`src/sv/rational_arithmetic_unit_defines.svh`:
```
// ----------------------------------------------------------------------------
// rational arithmetic unit assertion macros
// shared concurrent assertion forms for the rational arithmetic unit
// ----------------------------------------------------------------------------
`ifndef RATIONAL_ARITHMETIC_UNIT_DEFINES_SVH
`define RATIONAL_ARITHMETIC_UNIT_DEFINES_SVH

// same-cycle implication, disabled in reset
`define RAU_ASSERT_IMP(label, clk, rst, ante, cons, msg) \
   label: assert property (@(posedge clk) disable iff (rst) (ante) |-> (cons)) \
      else $error(msg);

// next-cycle implication, disabled in reset
`define RAU_ASSERT_NEXT(label, clk, rst, ante, cons, msg) \
   label: assert property (@(posedge clk) disable iff (rst) (ante) |=> (cons)) \
      else $error(msg);

`endif

```
`src/sv/rau_pkg.sv`:
```
// ----------------------------------------------------------------------------
// rau_pkg
// types, codes and constants shared by the rational arithmetic unit
// ----------------------------------------------------------------------------
package rau_pkg;

   localparam int OPERAND_BITS_DEF = 16;
   localparam int RES_NUM_BITS     = 32;
   localparam int RES_DEN_BITS     = 31;
   localparam logic [RES_DEN_BITS-1:0] OUT_MAX = '1;

   typedef enum logic [1:0] {
      OP_ADD = 2'd0,
      OP_SUB = 2'd1,
      OP_MUL = 2'd2,
      OP_DIV = 2'd3
   } opcode_type;

   typedef enum logic [1:0] {
      MUL_T1  = 2'd0,
      MUL_T2  = 2'd1,
      MUL_DEN = 2'd2
   } mul_sel_type;

   typedef struct packed {
      logic        load;
      logic        mul_en;
      mul_sel_type mul_sel;
      logic        combine;
      logic        gcd_init;
      logic        gcd_step;
      logic        div_init;
      logic        div_step;
      logic        finish;
   } cmd_type;

   typedef struct packed {
      logic err;
      logic num_zero;
      logic gcd_eq;
      logic div_last;
      logic out_full;
   } sts_type;

endpackage

```
`src/sv/rau_req_if.sv`:
```
// ----------------------------------------------------------------------------
// rau_req_if
// operand word channel: opcode and two fractions, valid/ready handshake
// ----------------------------------------------------------------------------
interface rau_req_if #(
   parameter int OPERAND_BITS = rau_pkg::OPERAND_BITS_DEF
);
   logic                           valid;
   logic                           ready;
   logic [1:0]                     opcode;
   logic signed [OPERAND_BITS-1:0] first_numerator;
   logic [OPERAND_BITS-2:0]        first_denominator;
   logic signed [OPERAND_BITS-1:0] second_numerator;
   logic [OPERAND_BITS-2:0]        second_denominator;

   modport source (
      output valid, opcode, first_numerator, first_denominator,
             second_numerator, second_denominator,
      input  ready
   );

   modport sink (
      input  valid, opcode, first_numerator, first_denominator,
             second_numerator, second_denominator,
      output ready
   );
endinterface

```
`src/sv/rau_rsp_if.sv`:
```
// ----------------------------------------------------------------------------
// rau_rsp_if
// result word channel: reduced fraction and status, valid/ready handshake
// ----------------------------------------------------------------------------
interface rau_rsp_if;
   logic                                    valid;
   logic                                    ready;
   logic signed [rau_pkg::RES_NUM_BITS-1:0] result_numerator;
   logic [rau_pkg::RES_DEN_BITS-1:0]        result_denominator;
   logic                                    status;

   modport source (
      output valid, result_numerator, result_denominator, status,
      input  ready
   );

   modport sink (
      input  valid, result_numerator, result_denominator, status,
      output ready
   );
endinterface

```
`src/sv/rau_ctrl.sv`:
```
// ----------------------------------------------------------------------------
// rau_ctrl
// sequencer: multiply steps, combine, binary gcd loop, exact division, output
// ----------------------------------------------------------------------------
module rau_ctrl (
   input  logic             clock,
   input  logic             reset,
   input  logic             req_valid,
   output logic             req_ready,
   output rau_pkg::cmd_type cmd,
   input  rau_pkg::sts_type sts
);
   import rau_pkg::*;

   typedef enum logic [3:0] {
      S_IDLE,
      S_MUL_T1,
      S_MUL_T2,
      S_MUL_DEN,
      S_COMBINE,
      S_CHECK,
      S_GCD,
      S_DIV,
      S_FINISH
   } state_type;

   state_type state_ff;
   state_type state_in;

   always_comb begin
      state_in    = state_ff;
      cmd         = '0;
      cmd.mul_sel = MUL_T1;
      req_ready   = 1'b0;
      case (state_ff)
         S_IDLE: begin
            req_ready = 1'b1;
            if (req_valid) begin
               cmd.load = 1'b1;
               state_in = S_MUL_T1;
            end
         end
         S_MUL_T1: begin
            cmd.mul_en  = 1'b1;
            cmd.mul_sel = MUL_T1;
            state_in    = S_MUL_T2;
         end
         S_MUL_T2: begin
            cmd.mul_en  = 1'b1;
            cmd.mul_sel = MUL_T2;
            state_in    = S_MUL_DEN;
         end
         S_MUL_DEN: begin
            cmd.mul_en  = 1'b1;
            cmd.mul_sel = MUL_DEN;
            state_in    = S_COMBINE;
         end
         S_COMBINE: begin
            cmd.combine = 1'b1;
            state_in    = S_CHECK;
         end
         S_CHECK: begin
            if (sts.err || sts.num_zero) begin
               state_in = S_FINISH;
            end else begin
               cmd.gcd_init = 1'b1;
               state_in     = S_GCD;
            end
         end
         S_GCD: begin
            if (sts.gcd_eq) begin
               cmd.div_init = 1'b1;
               state_in     = S_DIV;
            end else begin
               cmd.gcd_step = 1'b1;
            end
         end
         S_DIV: begin
            cmd.div_step = 1'b1;
            if (sts.div_last) begin
               state_in = S_FINISH;
            end
         end
         S_FINISH: begin
            if (!sts.out_full) begin
               cmd.finish = 1'b1;
               state_in   = S_IDLE;
            end
         end
         default: begin
            state_in = S_IDLE;
         end
      endcase
   end

   always_ff @(posedge clock) begin
      if (reset) begin
         state_ff <= S_IDLE;
      end else begin
         state_ff <= state_in;
      end
   end

endmodule

```
`src/sv/rau_dpath.sv`:
```
// ----------------------------------------------------------------------------
// rau_dpath
// operand registers, shared multiplier, binary gcd, dual exact divider, output
// ----------------------------------------------------------------------------
`include "rational_arithmetic_unit_defines.svh"

module rau_dpath #(
   parameter int OPERAND_BITS = rau_pkg::OPERAND_BITS_DEF
) (
   input  logic                                    clock,
   input  logic                                    reset,
   input  rau_pkg::cmd_type                        cmd,
   output rau_pkg::sts_type                        sts,
   input  logic [1:0]                              req_opcode,
   input  logic signed [OPERAND_BITS-1:0]          req_first_numerator,
   input  logic [OPERAND_BITS-2:0]                 req_first_denominator,
   input  logic signed [OPERAND_BITS-1:0]          req_second_numerator,
   input  logic [OPERAND_BITS-2:0]                 req_second_denominator,
   output logic                                    rsp_valid,
   input  logic                                    rsp_ready,
   output logic signed [rau_pkg::RES_NUM_BITS-1:0] rsp_result_numerator,
   output logic [rau_pkg::RES_DEN_BITS-1:0]        rsp_result_denominator,
   output logic                                    rsp_status
);
   import rau_pkg::*;

   localparam int MB = OPERAND_BITS;
   localparam int DB = OPERAND_BITS - 1;
   localparam int PB = 2 * OPERAND_BITS;
   localparam int WB = 2 * OPERAND_BITS + 1;
   localparam int CB = $clog2(WB);
   localparam int KB = $clog2(WB + 1);
   localparam int XB = (WB > RES_NUM_BITS) ? WB : RES_NUM_BITS;

   // operand registers
   opcode_type    op_ff;
   logic [MB-1:0] m1_ff, m2_ff;
   logic          s1_ff, s2_ff;
   logic [DB-1:0] d1_ff, d2_ff;
   logic          err_ff;
   logic [MB-1:0] raw1, raw2, mag1, mag2;

   // products and combined fraction
   logic [PB-1:0] t1_ff, t2_ff, dp_ff;
   logic [MB-1:0] mul_a, mul_b;
   logic [PB-1:0] prod;
   logic [WB-1:0] nmag_ff, nmag_in, den_ff;
   logic          neg_ff, neg_in;

   // gcd and divider
   logic [WB-1:0] ga_ff, ga_in, gb_ff, gb_in, g_ff;
   logic [KB-1:0] gk_ff, gk_in;
   logic [WB-1:0] nq_ff, nr_ff, dq_ff, dr_ff;
   logic [WB-1:0] nq_in, nr_in, dq_in, dr_in;
   logic [WB:0]   ntrial, dtrial, gext;
   logic [CB-1:0] cnt_ff;

   // output stage
   logic                           rsp_valid_ff;
   logic signed [RES_NUM_BITS-1:0] res_num_ff, res_num_in;
   logic [RES_DEN_BITS-1:0]        res_den_ff, res_den_in;
   logic                           res_st_ff;
   logic [XB-1:0]                  nq_x, dq_x;
   logic [RES_DEN_BITS-1:0]        nsat, dsat;

   // sign-magnitude split, the most negative code keeps its full magnitude
   assign raw1 = $unsigned(req_first_numerator);
   assign raw2 = $unsigned(req_second_numerator);
   assign mag1 = raw1[MB-1] ? (~raw1 + 1'b1) : raw1;
   assign mag2 = raw2[MB-1] ? (~raw2 + 1'b1) : raw2;

   always_ff @(posedge clock) begin
      if (cmd.load) begin
         op_ff  <= opcode_type'(req_opcode);
         m1_ff  <= mag1;
         m2_ff  <= mag2;
         s1_ff  <= raw1[MB-1];
         s2_ff  <= raw2[MB-1];
         d1_ff  <= req_first_denominator;
         d2_ff  <= req_second_denominator;
         err_ff <= (req_first_denominator == '0) || (req_second_denominator == '0)
                   || ((opcode_type'(req_opcode) == OP_DIV) && (raw2 == '0));
      end
   end

   // shared multiplier operand select
   always_comb begin
      case (cmd.mul_sel)
         MUL_T1: begin
            mul_a = m1_ff;
            mul_b = (op_ff == OP_MUL) ? m2_ff : {1'b0, d2_ff};
         end
         MUL_T2: begin
            mul_a = m2_ff;
            mul_b = {1'b0, d1_ff};
         end
         MUL_DEN: begin
            mul_a = {1'b0, d1_ff};
            mul_b = (op_ff == OP_DIV) ? m2_ff : {1'b0, d2_ff};
         end
         default: begin
            mul_a = '0;
            mul_b = '0;
         end
      endcase
   end

   assign prod = PB'(mul_a) * PB'(mul_b);

   always_ff @(posedge clock) begin
      if (cmd.mul_en && (cmd.mul_sel == MUL_T1)) t1_ff <= prod;
      if (cmd.mul_en && (cmd.mul_sel == MUL_T2)) t2_ff <= prod;
      if (cmd.mul_en && (cmd.mul_sel == MUL_DEN)) dp_ff <= prod;
   end

   // signed add or subtract of the cross products; multiply and divide pass the first product
   always_comb begin
      logic n1, n2;
      logic [WB-1:0] t1w, t2w;
      t1w = {1'b0, t1_ff};
      t2w = {1'b0, t2_ff};
      n1  = s1_ff && (t1_ff != '0);
      n2  = ((op_ff == OP_SUB) ? !s2_ff : s2_ff) && (t2_ff != '0);
      if ((op_ff == OP_ADD) || (op_ff == OP_SUB)) begin
         if (n1 == n2) begin
            nmag_in = t1w + t2w;
            neg_in  = n1;
         end else if (t1w >= t2w) begin
            nmag_in = t1w - t2w;
            neg_in  = n1;
         end else begin
            nmag_in = t2w - t1w;
            neg_in  = n2;
         end
      end else begin
         nmag_in = t1w;
         neg_in  = s1_ff ^ s2_ff;
      end
   end

   always_ff @(posedge clock) begin
      if (cmd.combine) begin
         nmag_ff <= nmag_in;
         neg_ff  <= neg_in;
         den_ff  <= {1'b0, dp_ff};
      end
   end

   // binary gcd, one step per cycle
   always_comb begin
      ga_in = ga_ff;
      gb_in = gb_ff;
      gk_in = gk_ff;
      if (!ga_ff[0] && !gb_ff[0]) begin
         ga_in = ga_ff >> 1;
         gb_in = gb_ff >> 1;
         gk_in = gk_ff + 1'b1;
      end else if (!ga_ff[0]) begin
         ga_in = ga_ff >> 1;
      end else if (!gb_ff[0]) begin
         gb_in = gb_ff >> 1;
      end else if (ga_ff > gb_ff) begin
         ga_in = (ga_ff - gb_ff) >> 1;
      end else begin
         gb_in = (gb_ff - ga_ff) >> 1;
      end
   end

   always_ff @(posedge clock) begin
      if (cmd.gcd_init) begin
         ga_ff <= nmag_ff;
         gb_ff <= den_ff;
         gk_ff <= '0;
      end else if (cmd.gcd_step) begin
         ga_ff <= ga_in;
         gb_ff <= gb_in;
         gk_ff <= gk_in;
      end
   end

   // two restoring dividers sharing the gcd as divisor, one bit per cycle
   assign gext   = {1'b0, g_ff};
   assign ntrial = {nr_ff, nq_ff[WB-1]};
   assign dtrial = {dr_ff, dq_ff[WB-1]};

   always_comb begin
      logic [WB:0] ndiff, ddiff;
      ndiff = ntrial - gext;
      ddiff = dtrial - gext;
      if (ntrial >= gext) begin
         nr_in = ndiff[WB-1:0];
         nq_in = {nq_ff[WB-2:0], 1'b1};
      end else begin
         nr_in = ntrial[WB-1:0];
         nq_in = {nq_ff[WB-2:0], 1'b0};
      end
      if (dtrial >= gext) begin
         dr_in = ddiff[WB-1:0];
         dq_in = {dq_ff[WB-2:0], 1'b1};
      end else begin
         dr_in = dtrial[WB-1:0];
         dq_in = {dq_ff[WB-2:0], 1'b0};
      end
   end

   always_ff @(posedge clock) begin
      if (cmd.div_init) begin
         g_ff   <= ga_ff << gk_ff;
         nq_ff  <= nmag_ff;
         dq_ff  <= den_ff;
         nr_ff  <= '0;
         dr_ff  <= '0;
         cnt_ff <= CB'(WB - 1);
      end else if (cmd.div_step) begin
         nq_ff  <= nq_in;
         dq_ff  <= dq_in;
         nr_ff  <= nr_in;
         dr_ff  <= dr_in;
         cnt_ff <= cnt_ff - 1'b1;
      end
   end

   // saturate, apply sign, zero and error give 0/1
   assign nq_x = XB'(nq_ff);
   assign dq_x = XB'(dq_ff);
   assign nsat = (nq_x > XB'(OUT_MAX)) ? OUT_MAX : nq_x[RES_DEN_BITS-1:0];
   assign dsat = (dq_x > XB'(OUT_MAX)) ? OUT_MAX : dq_x[RES_DEN_BITS-1:0];

   always_comb begin
      if (err_ff || (nmag_ff == '0)) begin
         res_num_in = '0;
         res_den_in = RES_DEN_BITS'(1);
      end else begin
         res_num_in = neg_ff ? -$signed({1'b0, nsat}) : $signed({1'b0, nsat});
         res_den_in = dsat;
      end
   end

   always_ff @(posedge clock) begin
      if (cmd.finish) begin
         res_num_ff <= res_num_in;
         res_den_ff <= res_den_in;
         res_st_ff  <= err_ff;
      end
   end

   always_ff @(posedge clock) begin
      if (reset) begin
         rsp_valid_ff <= 1'b0;
      end else if (cmd.finish) begin
         rsp_valid_ff <= 1'b1;
      end else if (rsp_ready) begin
         rsp_valid_ff <= 1'b0;
      end
   end

   assign rsp_valid              = rsp_valid_ff;
   assign rsp_result_numerator   = res_num_ff;
   assign rsp_result_denominator = res_den_ff;
   assign rsp_status             = res_st_ff;

   assign sts.err      = err_ff;
   assign sts.num_zero = (nmag_ff == '0);
   assign sts.gcd_eq   = (ga_ff == gb_ff);
   assign sts.div_last = (cnt_ff == '0);
   assign sts.out_full = rsp_valid_ff && !rsp_ready;

   `RAU_ASSERT_IMP(a_gcd_nonzero, clock, reset, cmd.gcd_step, (ga_ff != '0) && (gb_ff != '0), "gcd operand reached zero")
   `RAU_ASSERT_NEXT(a_finish_valid, clock, reset, cmd.finish, rsp_valid, "finish did not raise valid")
   `RAU_ASSERT_IMP(a_err_zero, clock, reset, rsp_valid && rsp_status, (rsp_result_numerator == '0) && (rsp_result_denominator == RES_DEN_BITS'(1)), "error word is not 0/1")
   `RAU_ASSERT_IMP(a_den_nonzero, clock, reset, rsp_valid, rsp_result_denominator != '0, "zero denominator in result")

endmodule

```
`src/sv/rational_arithmetic_unit.sv`:
```
// ----------------------------------------------------------------------------
// rational_arithmetic_unit
// one word at a time: after a word is accepted the sequencer runs the multiply, combine,
//   gcd and divide phases, then writes the output register; zero or error words skip the
//   gcd and divide phases. a new word is taken only once the sequencer is back in idle;
//   the dividers work on W = 2*OPERAND_BITS+1 bits (33 at default)
// reset: synchronous active high, clears the sequencer and the result valid
// add, subtract, multiply or divide two fractions and reduce to lowest terms
// ----------------------------------------------------------------------------
module rational_arithmetic_unit #(
   parameter int OPERAND_BITS = rau_pkg::OPERAND_BITS_DEF
) (
   input logic        clock,
   input logic        reset,
   rau_req_if.sink    req_bus,
   rau_rsp_if.source  rsp_bus
);
   import rau_pkg::*;

   // command and status between sequencer and datapath
   cmd_type cmd;
   sts_type sts;

   // sequencer: walks multiply, combine, gcd and divide phases for one word
   rau_ctrl u_ctrl (
      .clock     (clock),
      .reset     (reset),
      .req_valid (req_bus.valid),
      .req_ready (req_bus.ready),
      .cmd       (cmd),
      .sts       (sts)
   );

   // datapath: one shared multiplier, gcd loop, two dividers, output register
   // the output register lets a new word enter while a result waits
   rau_dpath #(
      .OPERAND_BITS (OPERAND_BITS)
   ) u_dpath (
      .clock                  (clock),
      .reset                  (reset),
      .cmd                    (cmd),
      .sts                    (sts),
      .req_opcode             (req_bus.opcode),
      .req_first_numerator    (req_bus.first_numerator),
      .req_first_denominator  (req_bus.first_denominator),
      .req_second_numerator   (req_bus.second_numerator),
      .req_second_denominator (req_bus.second_denominator),
      .rsp_valid              (rsp_bus.valid),
      .rsp_ready              (rsp_bus.ready),
      .rsp_result_numerator   (rsp_bus.result_numerator),
      .rsp_result_denominator (rsp_bus.result_denominator),
      .rsp_status             (rsp_bus.status)
   );

endmodule
```
`src/flat_wrapper.sv`:
```
// flat-port wrapper written by rule: the top's interface ports become plain ports
module rational_arithmetic_unit_flat import rau_pkg::*;
#(
   parameter int OPERAND_BITS = rau_pkg::OPERAND_BITS_DEF
)
  (clock, reset, req_bus_valid, req_bus_opcode, req_bus_first_numerator, req_bus_first_denominator, req_bus_second_numerator, req_bus_second_denominator, req_bus_ready, rsp_bus_valid, rsp_bus_result_numerator, rsp_bus_result_denominator, rsp_bus_status, rsp_bus_ready);
  rau_req_if #(.OPERAND_BITS(OPERAND_BITS)) req_bus_i ();
  rau_rsp_if rsp_bus_i ();
  input logic clock;
  input logic reset;
  input wire logic [$bits(req_bus_i.valid)-1:0] req_bus_valid;
  input wire logic [$bits(req_bus_i.opcode)-1:0] req_bus_opcode;
  input wire logic [$bits(req_bus_i.first_numerator)-1:0] req_bus_first_numerator;
  input wire logic [$bits(req_bus_i.first_denominator)-1:0] req_bus_first_denominator;
  input wire logic [$bits(req_bus_i.second_numerator)-1:0] req_bus_second_numerator;
  input wire logic [$bits(req_bus_i.second_denominator)-1:0] req_bus_second_denominator;
  output wire logic [$bits(req_bus_i.ready)-1:0] req_bus_ready;
  output wire logic [$bits(rsp_bus_i.valid)-1:0] rsp_bus_valid;
  output wire logic [$bits(rsp_bus_i.result_numerator)-1:0] rsp_bus_result_numerator;
  output wire logic [$bits(rsp_bus_i.result_denominator)-1:0] rsp_bus_result_denominator;
  output wire logic [$bits(rsp_bus_i.status)-1:0] rsp_bus_status;
  input wire logic [$bits(rsp_bus_i.ready)-1:0] rsp_bus_ready;
  assign req_bus_i.valid = req_bus_valid;
  assign req_bus_i.opcode = req_bus_opcode;
  assign req_bus_i.first_numerator = req_bus_first_numerator;
  assign req_bus_i.first_denominator = req_bus_first_denominator;
  assign req_bus_i.second_numerator = req_bus_second_numerator;
  assign req_bus_i.second_denominator = req_bus_second_denominator;
  assign req_bus_ready = req_bus_i.ready;
  assign rsp_bus_valid = rsp_bus_i.valid;
  assign rsp_bus_result_numerator = rsp_bus_i.result_numerator;
  assign rsp_bus_result_denominator = rsp_bus_i.result_denominator;
  assign rsp_bus_status = rsp_bus_i.status;
  assign rsp_bus_i.ready = rsp_bus_ready;
  rational_arithmetic_unit #(.OPERAND_BITS(OPERAND_BITS)) u_core (.clock(clock), .reset(reset), .req_bus(req_bus_i), .rsp_bus(rsp_bus_i));
endmodule
```
`config.mk`:
```
export PLATFORM = sky130hd
export DESIGN_NAME = rational_arithmetic_unit_flat
export DESIGN_NICKNAME = d
export VERILOG_FILES = /design/src/sv/rau_pkg.sv /design/src/sv/rau_req_if.sv /design/src/sv/rau_rsp_if.sv /design/src/sv/rau_ctrl.sv /design/src/sv/rau_dpath.sv /design/src/sv/rational_arithmetic_unit.sv /design/src/flat_wrapper.sv
export VERILOG_INCLUDE_DIRS = /design/src /design/src/sv
export SDC_FILE = /design/constraint.sdc
export NUM_CORES = 2
export LEC_CHECK = 0
export ABC_AREA = 1
export BUFFER_PORTS_ARGS = -buffer_cell sky130_fd_sc_hd__buf_2
export CORE_MARGIN = 1
export CORE_UTILIZATION = 35
export DETAILED_ROUTE_END_ITERATION = 8
export HOLD_SLACK_MARGIN = 0.12
export PLACE_DENSITY = 0.47
export RECOVER_POWER = 100
export SETUP_SLACK_MARGIN = 0.1
export SLEW_MARGIN = 10
export SYNTH_ARGS = -nofsm -noshare
export SYNTH_HDL_FRONTEND = slang
export SYNTH_SLANG_ARGS = --single-unit
```
`constraint.sdc`:
```
create_clock -name clock -period 9.6 [get_ports clock]
set_input_delay 0.48 -clock clock [delete_from_list [all_inputs] [get_ports clock]]
set_output_delay 0.48 -clock clock [all_outputs]
set_load 0.005 [all_outputs]
```
Word-level counts from Yosys, hierarchy flattened --
Cells that the tools add are included. Widths: inputs -> output; s select.
Word-level totals: logic and storage cells 178, input port bits 68, register bits after elaboration 541, output and inout port bits 66
Cells by class: bitwise gates (word level) 4, order comparisons 6, reductions and logical operators 37, $mul 1, add/sub/neg operators 12, shifts and indexed selects 1, muxes and demuxes 57, equality and inequality tests 23
Operators by type and width (count):
- $mux 33 | 18
- $sub 33x33->33 | 4
- $mux 32 | 3
- $pmux 16 s3 | 2
- $mux 31 | 3
- $ge 34x33->1 | 2
- $gt 33x31->1 const B | 2
- $sub 32x32->33 | 2
- $reduce_bool 32->1 | 2
- $pmux 4 s9 | 1
- $add 32x32->33 | 1
- $eq 33x33->1 | 1
- $gt 33x33->1 | 1
- $logic_not 33->1 | 1
- $shl 33x6->33 | 1
- $add 16x1->16 const B | 2
- $ge 32x32->1 | 1
- $mul 16x16->32 | 1
- $mux 16 | 2
- $neg 31->32 | 1
- $not 16->16 | 2
- $logic_not 15->1 | 2
- $mux 15 | 2
- $mux 4 | 5
- 31 further kinds | 79

Depth between registers and ports, before layout --
word-level depth 7, mapped depth 35, gate-level depth less buffers 33

Cells and area by module --
A second synthesis with hierarchy kept.
Unflattened totals: cell total of the unflattened synthesis 6784, area, all modules 49168.4 µm²
Modules (own cells, without submodules):
- rau_dpath | seq. area each 15304.7 µm², cells an instance 6723, area an instance 48829.3 µm², instances 1
- rau_ctrl | seq. area each 80.1 µm², cells an instance 61, area an instance 339.1 µm², instances 1

Least setup slack after synthesis --
OpenSTA, ideal clock, no wires.
path kind register to register, from register u_core.u_ctrl.state_ff[0], to register u_core.u_dpath.dp_ff[30] (data pin), data arrival time 6971 ps, period minus slack after synthesis 7240 ps, slack 2360 ps, stages on the path, launching flop included 26, buffers on the path 2, setup time 269 ps, data required time 9331 ps, cells stage by stage dfxtp_1 nor2_1 nand2_1 nor2_1 clkbuf_1 nand2_1 o211ai_4 buf_4 nand2_1 fa_1 fa_1 inv_1 fa_1 fa_1 fa_1 inv_1 fa_1 inv_1 ha_1 nand2_1 nor4_1 nand4_1 nand2_1 nand2_1 a21oi_1 xor2_1
Between the ends: word-level cells in the longest chain between the ends 5, elaborated cells on any way between the ends 10, those cells by class mul (1); eq/ne (5); mux (3); reduce/logical (1)
Ends and longest elaborated chain:
- from (decl) | RTL line rau_ctrl.sv:27 | state_type state_ff;
- from (signal assigned) | RTL line rau_ctrl.sv:100 | state_ff <= state_in;
- $eq 4x2->1 or $eq 4x1->1 (tied branches) | RTL line rau_ctrl.sv:35 | case (state_ff)
- $pmux 3 s3 * | RTL line rau_ctrl.sv:35
- $eq 2x2->1, or another cell as far along | RTL line rau_dpath.sv:88 | case (cmd.mul_sel)
- $pmux 16 s3 | RTL line rau_dpath.sv:88
- $mul 16x16->32 * | RTL line rau_dpath.sv:108 | assign prod = PB'(mul_a) * PB'(mul_b);
- named net u_core.u_dpath.prod[30] | RTL line rau_dpath.sv:46 | logic [PB-1:0] prod;
- to (signal assigned) | RTL line rau_dpath.sv:113 | if (cmd.mul_en && (cmd.mul_sel == MUL_DEN)) dp_ff <= prod;
- to (decl) | RTL line rau_dpath.sv:44 | logic [PB-1:0] t1_ff, t2_ff, dp_ff;
The timed path passes the listed nets; every way through them passes the cells marked *. A chain may end at the register's enable or synchronous reset.

Worst setup path in the final report --
from register u_core.u_dpath.ga_ff[24], to register u_core.u_dpath.dq_ff[22] (data pin)
Between the ends: word-level cells in the longest chain between the ends 4
Ends and longest elaborated chain:
- from (decl) | RTL line rau_dpath.sv:51 | logic [WB-1:0] ga_ff, ga_in, gb_ff, gb_in, g_ff;
- from (signal assigned) | RTL line rau_dpath.sv:171 | ga_ff <= nmag_ff;
- from (signal assigned) | RTL line rau_dpath.sv:175 | ga_ff <= ga_in;
- $eq 33x33->1 | RTL line rau_dpath.sv:264 | assign sts.gcd_eq = (ga_ff == gb_ff);
- $mux 1 | RTL line rau_ctrl.sv:71 | if (sts.gcd_eq) begin
- $mux 2 | RTL line rau_ctrl.sv:35
- $mux 32 | RTL line rau_dpath.sv:207 | if (cmd.div_init) begin
- to (signal assigned) | RTL line rau_dpath.sv:210 | dq_ff <= den_ff;
- to (signal assigned) | RTL line rau_dpath.sv:216 | dq_ff <= dq_in;
- to (decl) | RTL line rau_dpath.sv:53 | logic [WB-1:0] nq_ff, nr_ff, dq_ff, dr_ff;
Every way passes these cells.

==> impl_results.md <==
- Vias in the first global route: 44.5k
- TritonCTS clock tree: built
- Setup crit end kind: register
- Relative slew slack: -162%
- Clock Sinks: 540
- Count of different cell masters after synthesis: 60
- Yosys reg bits: 540
- PortBufs: 133
- Post-Synth Simple-Gate Area: 27.4%
- Share of the synthesized area in the top cell type: 28.0%
- Fin. Hold Viols: 0
- Syn. warnings: 0
- Syn avg cell area: 7.28 sq um
- Final nets: 7,431
- Crit start category: register
- Classification of the worst-slack hold path: input pin to register
- Share of cells above drive strength 1: 3.94%
- Failing checks: capacitance limit, slew limit
- Final Cell Area: 54,000 sq um
- CTS buffer count: 68
- EDFF count, synth: 457
- Die width: 376 microns
- Syn-to-layout area delta: 10.0%
- Fillcell total: 14.9k
- Residual DRC count: 0
- DP HPWL: 164,000 microns
- GRT overflow: 0
- GRT Resource Usage Total: 28.2%
- Mapped Cells: 6,740
- Placed Area: 51,500 sq um
- Most common flop cell mapped by yosys: edfxtp_1
- H-tree depth: 3
- Post-route antenna net violation count: 0
- Largest family of logic cells by synthesized area: simple AND/OR/NAND/NOR gates
- DR pass1 iterations: 8
- Fmax: 123 MHz
- RSZ-0062 raised after global routing: no
- Syn Nets: 7,347
- Vias/cell: 5.15
- Die Ht: 376 microns
- Post_cts resized: 0
- Async SR Flop Fraction: 0%
- Largest net degree at the start of global routing: 88
- Largest cells by area after synthesis: edfxtp_1 28%, nand2_1 15%, ha_1 8.6%, fa_1 8.2%, inv_1 7.8%
- I/O pins: 134
- First-pass GRT wire length: 295,000 microns
- Core area: 139,000 sq um
- Most numerous cell in the Yosys netlist: nand2_1
- Complex-gate fraction of the synthesized area: 11.2%
- Post-synthesis sequential area ratio: 31.3%
- Tcrit/Tclk final: 84.9%
- Post-Synth Adder-Cell Area: 16.8%
- Area of the die: 142,000 sq um
- CP Data Required Time: 9890 ps
- Setup Skew: 52.6 ps
- Crit path kind: register to register
- Min Tclk post-route: 8150 ps
- Root buf cell: clkbuf_16
- Result of the run: finished with violations
- Worst Max-Slew Pin Slew: 3930 ps
- Via count: 45.1k
- Final setup violation count: 0
- First DRT Iteration DRCs: 3,717
- Post-Syn Area: 49,100 sq um
- Clk slew on worst S/H paths: 70 ps
- Post-Route WL: 201,000 microns
- Setup_tns: 0 ps
- Clk_lat worst skew: 710 ps
- Final Max Slew Viols: 818
- Post-CTS setup buffer count: 0
- Placer's final routability congestion estimate: 1.00
- Crit Path Max Fanout: 87
- Post-synthesis mux area share: 0.163%
- Effective utilization at floorplan: 35.2%
- CTS Hold Bufs: 45
- Clock Tree Buf Depth: 3
- Routed len/inst: 22.9 microns
- Post-synthesis xor/xnor area fraction: 2.94%
- Antenna violations before repair: 3
- Most instantiated cells after synthesis: 1,988 x nand2_1, 1,025 x inv_1, 614 x nor2_1
- Area leader, netlist: edfxtp_1
- Max Cap Viol: 16
- Critical Path AT: 8450 ps
- # rows: 137
-- path summary, 6_finish.rpt --
path	end	cells past startpoint	slack, ps	from
setup / recovery	u_core.u_dpath.dq_ff[22]	11	1450	u_core.u_dpath.ga_ff[24]
hold / removal	u_core.u_dpath.m1_ff[10]	2	170	req_bus_first_numerator[10]
setup reg to reg	u_core.u_dpath.dq_ff[22]	11	1450	u_core.u_dpath.ga_ff[24]
hold reg to reg	u_core.u_dpath.den_ff[1]	0	410	u_core.u_dpath.dp_ff[1]
-- placed cells by master (no fill, tap or decap), types with 120 or more instances in the layout --
| cell | Yosys | layout |
|---|---|---|
| nand3_1 | 305 | 305 |
| edfxtp_1 | 457 | 457 |
| inv_1 | 1025 | 1030 |
| fa_1 | 201 | 201 |
| ha_1 | 338 | 338 |
| a21oi_1 | 383 | 382 |
| clkbuf_1 | 89 | 120 |
| nor2_1 | 614 | 614 |
| o21ai_0 | 454 | 463 |
| nand2_1 | 1988 | 1987 |
-- cell families after synthesis --
| kind of cell | after synthesis |
|---|---|
| muxes | 8 |
| adders and majority gates | 539 |
| AOI/OAI and AO/OA | 997 |
| and+or+nand+nor | 3228 |
| buffers and inverters | 1263 |
| DFF | 540 |
| xor gates and xnor gates | 165 |
-- metrics by stage --
step	utilization, %	cells	worst slack (ps)	hold slack, ps
2_1_floorplan	-	6740	2360	400
3_3_place_gp	36.9	8585	1810	405
3_5_place_dp	36.9	8585	1730	405
4_1_cts	38.9	8756	1710	124
5_1_grt	38.8	8756	643	131
6_report	38.8	8759	1450	166
-- layout make-up --
class                   count  area [sq um]  area share (%)
diodes                      3          7.51          0.0139
clock buffers              85          1800            3.32
clock inverters            41           546            1.01
inverters                1055          3960            7.33
multi-input cells        4937         28700            53.1
flip-flops and latches    540         15400            28.5
well taps                1876          2350            4.35
repair buffers            222          1270            2.35
-- layer usage --
metal	GRT usage, %	vias to the layer above	share of wire (%)
met1	36.2	21600	43
met4	11.0	0	4.4
met3	3.50	292	4.9
li1	-	21800	-
met5	0	-	0
met2	47.8	1376	47
-- registers in the layout, indices dropped and copies added, names as in the netlist, 4 cells and up --
name and cells:
u_core.u_dpath.t2_ff 32, u_core.u_dpath.d2_ff 15, u_core.u_dpath.m1_ff 16, u_core.u_dpath.dq_ff 33
u_core.u_ctrl.state_ff 4, u_core.u_dpath.den_ff 32, u_core.u_dpath.g_ff 33, u_core.u_dpath.nmag_ff 33
u_core.u_dpath.dp_ff 32, u_core.u_dpath.m2_ff 16, u_core.u_dpath.ga_ff 33, u_core.u_dpath.rsp_result_numerator 32
u_core.u_dpath.t1_ff 32, u_core.u_dpath.d1_ff 15, u_core.u_dpath.dr_ff 33, u_core.u_dpath.rsp_result_denominator 31
u_core.u_dpath.nq_ff 33, u_core.u_dpath.gb_ff 32, u_core.u_dpath.cnt_ff 6, u_core.u_dpath.nr_ff 33
u_core.u_dpath.gk_ff 6
-- critical path: stages (launching register included) --
cell and delay, ps:
edfxtp_1 420, inv_1 160, ha_1 510, nand2_1 190, nor2_1 340, nand2_1 160
nor2_1 470, nand2_1 250, nor2_4 120, clkbuf_1 2000, clkbuf_1 2620, o21ai_0 410
Power is left out: the tool's default activity adds up to more than one toggle a clock period on the data nets, which glitch-free logic cannot reach.
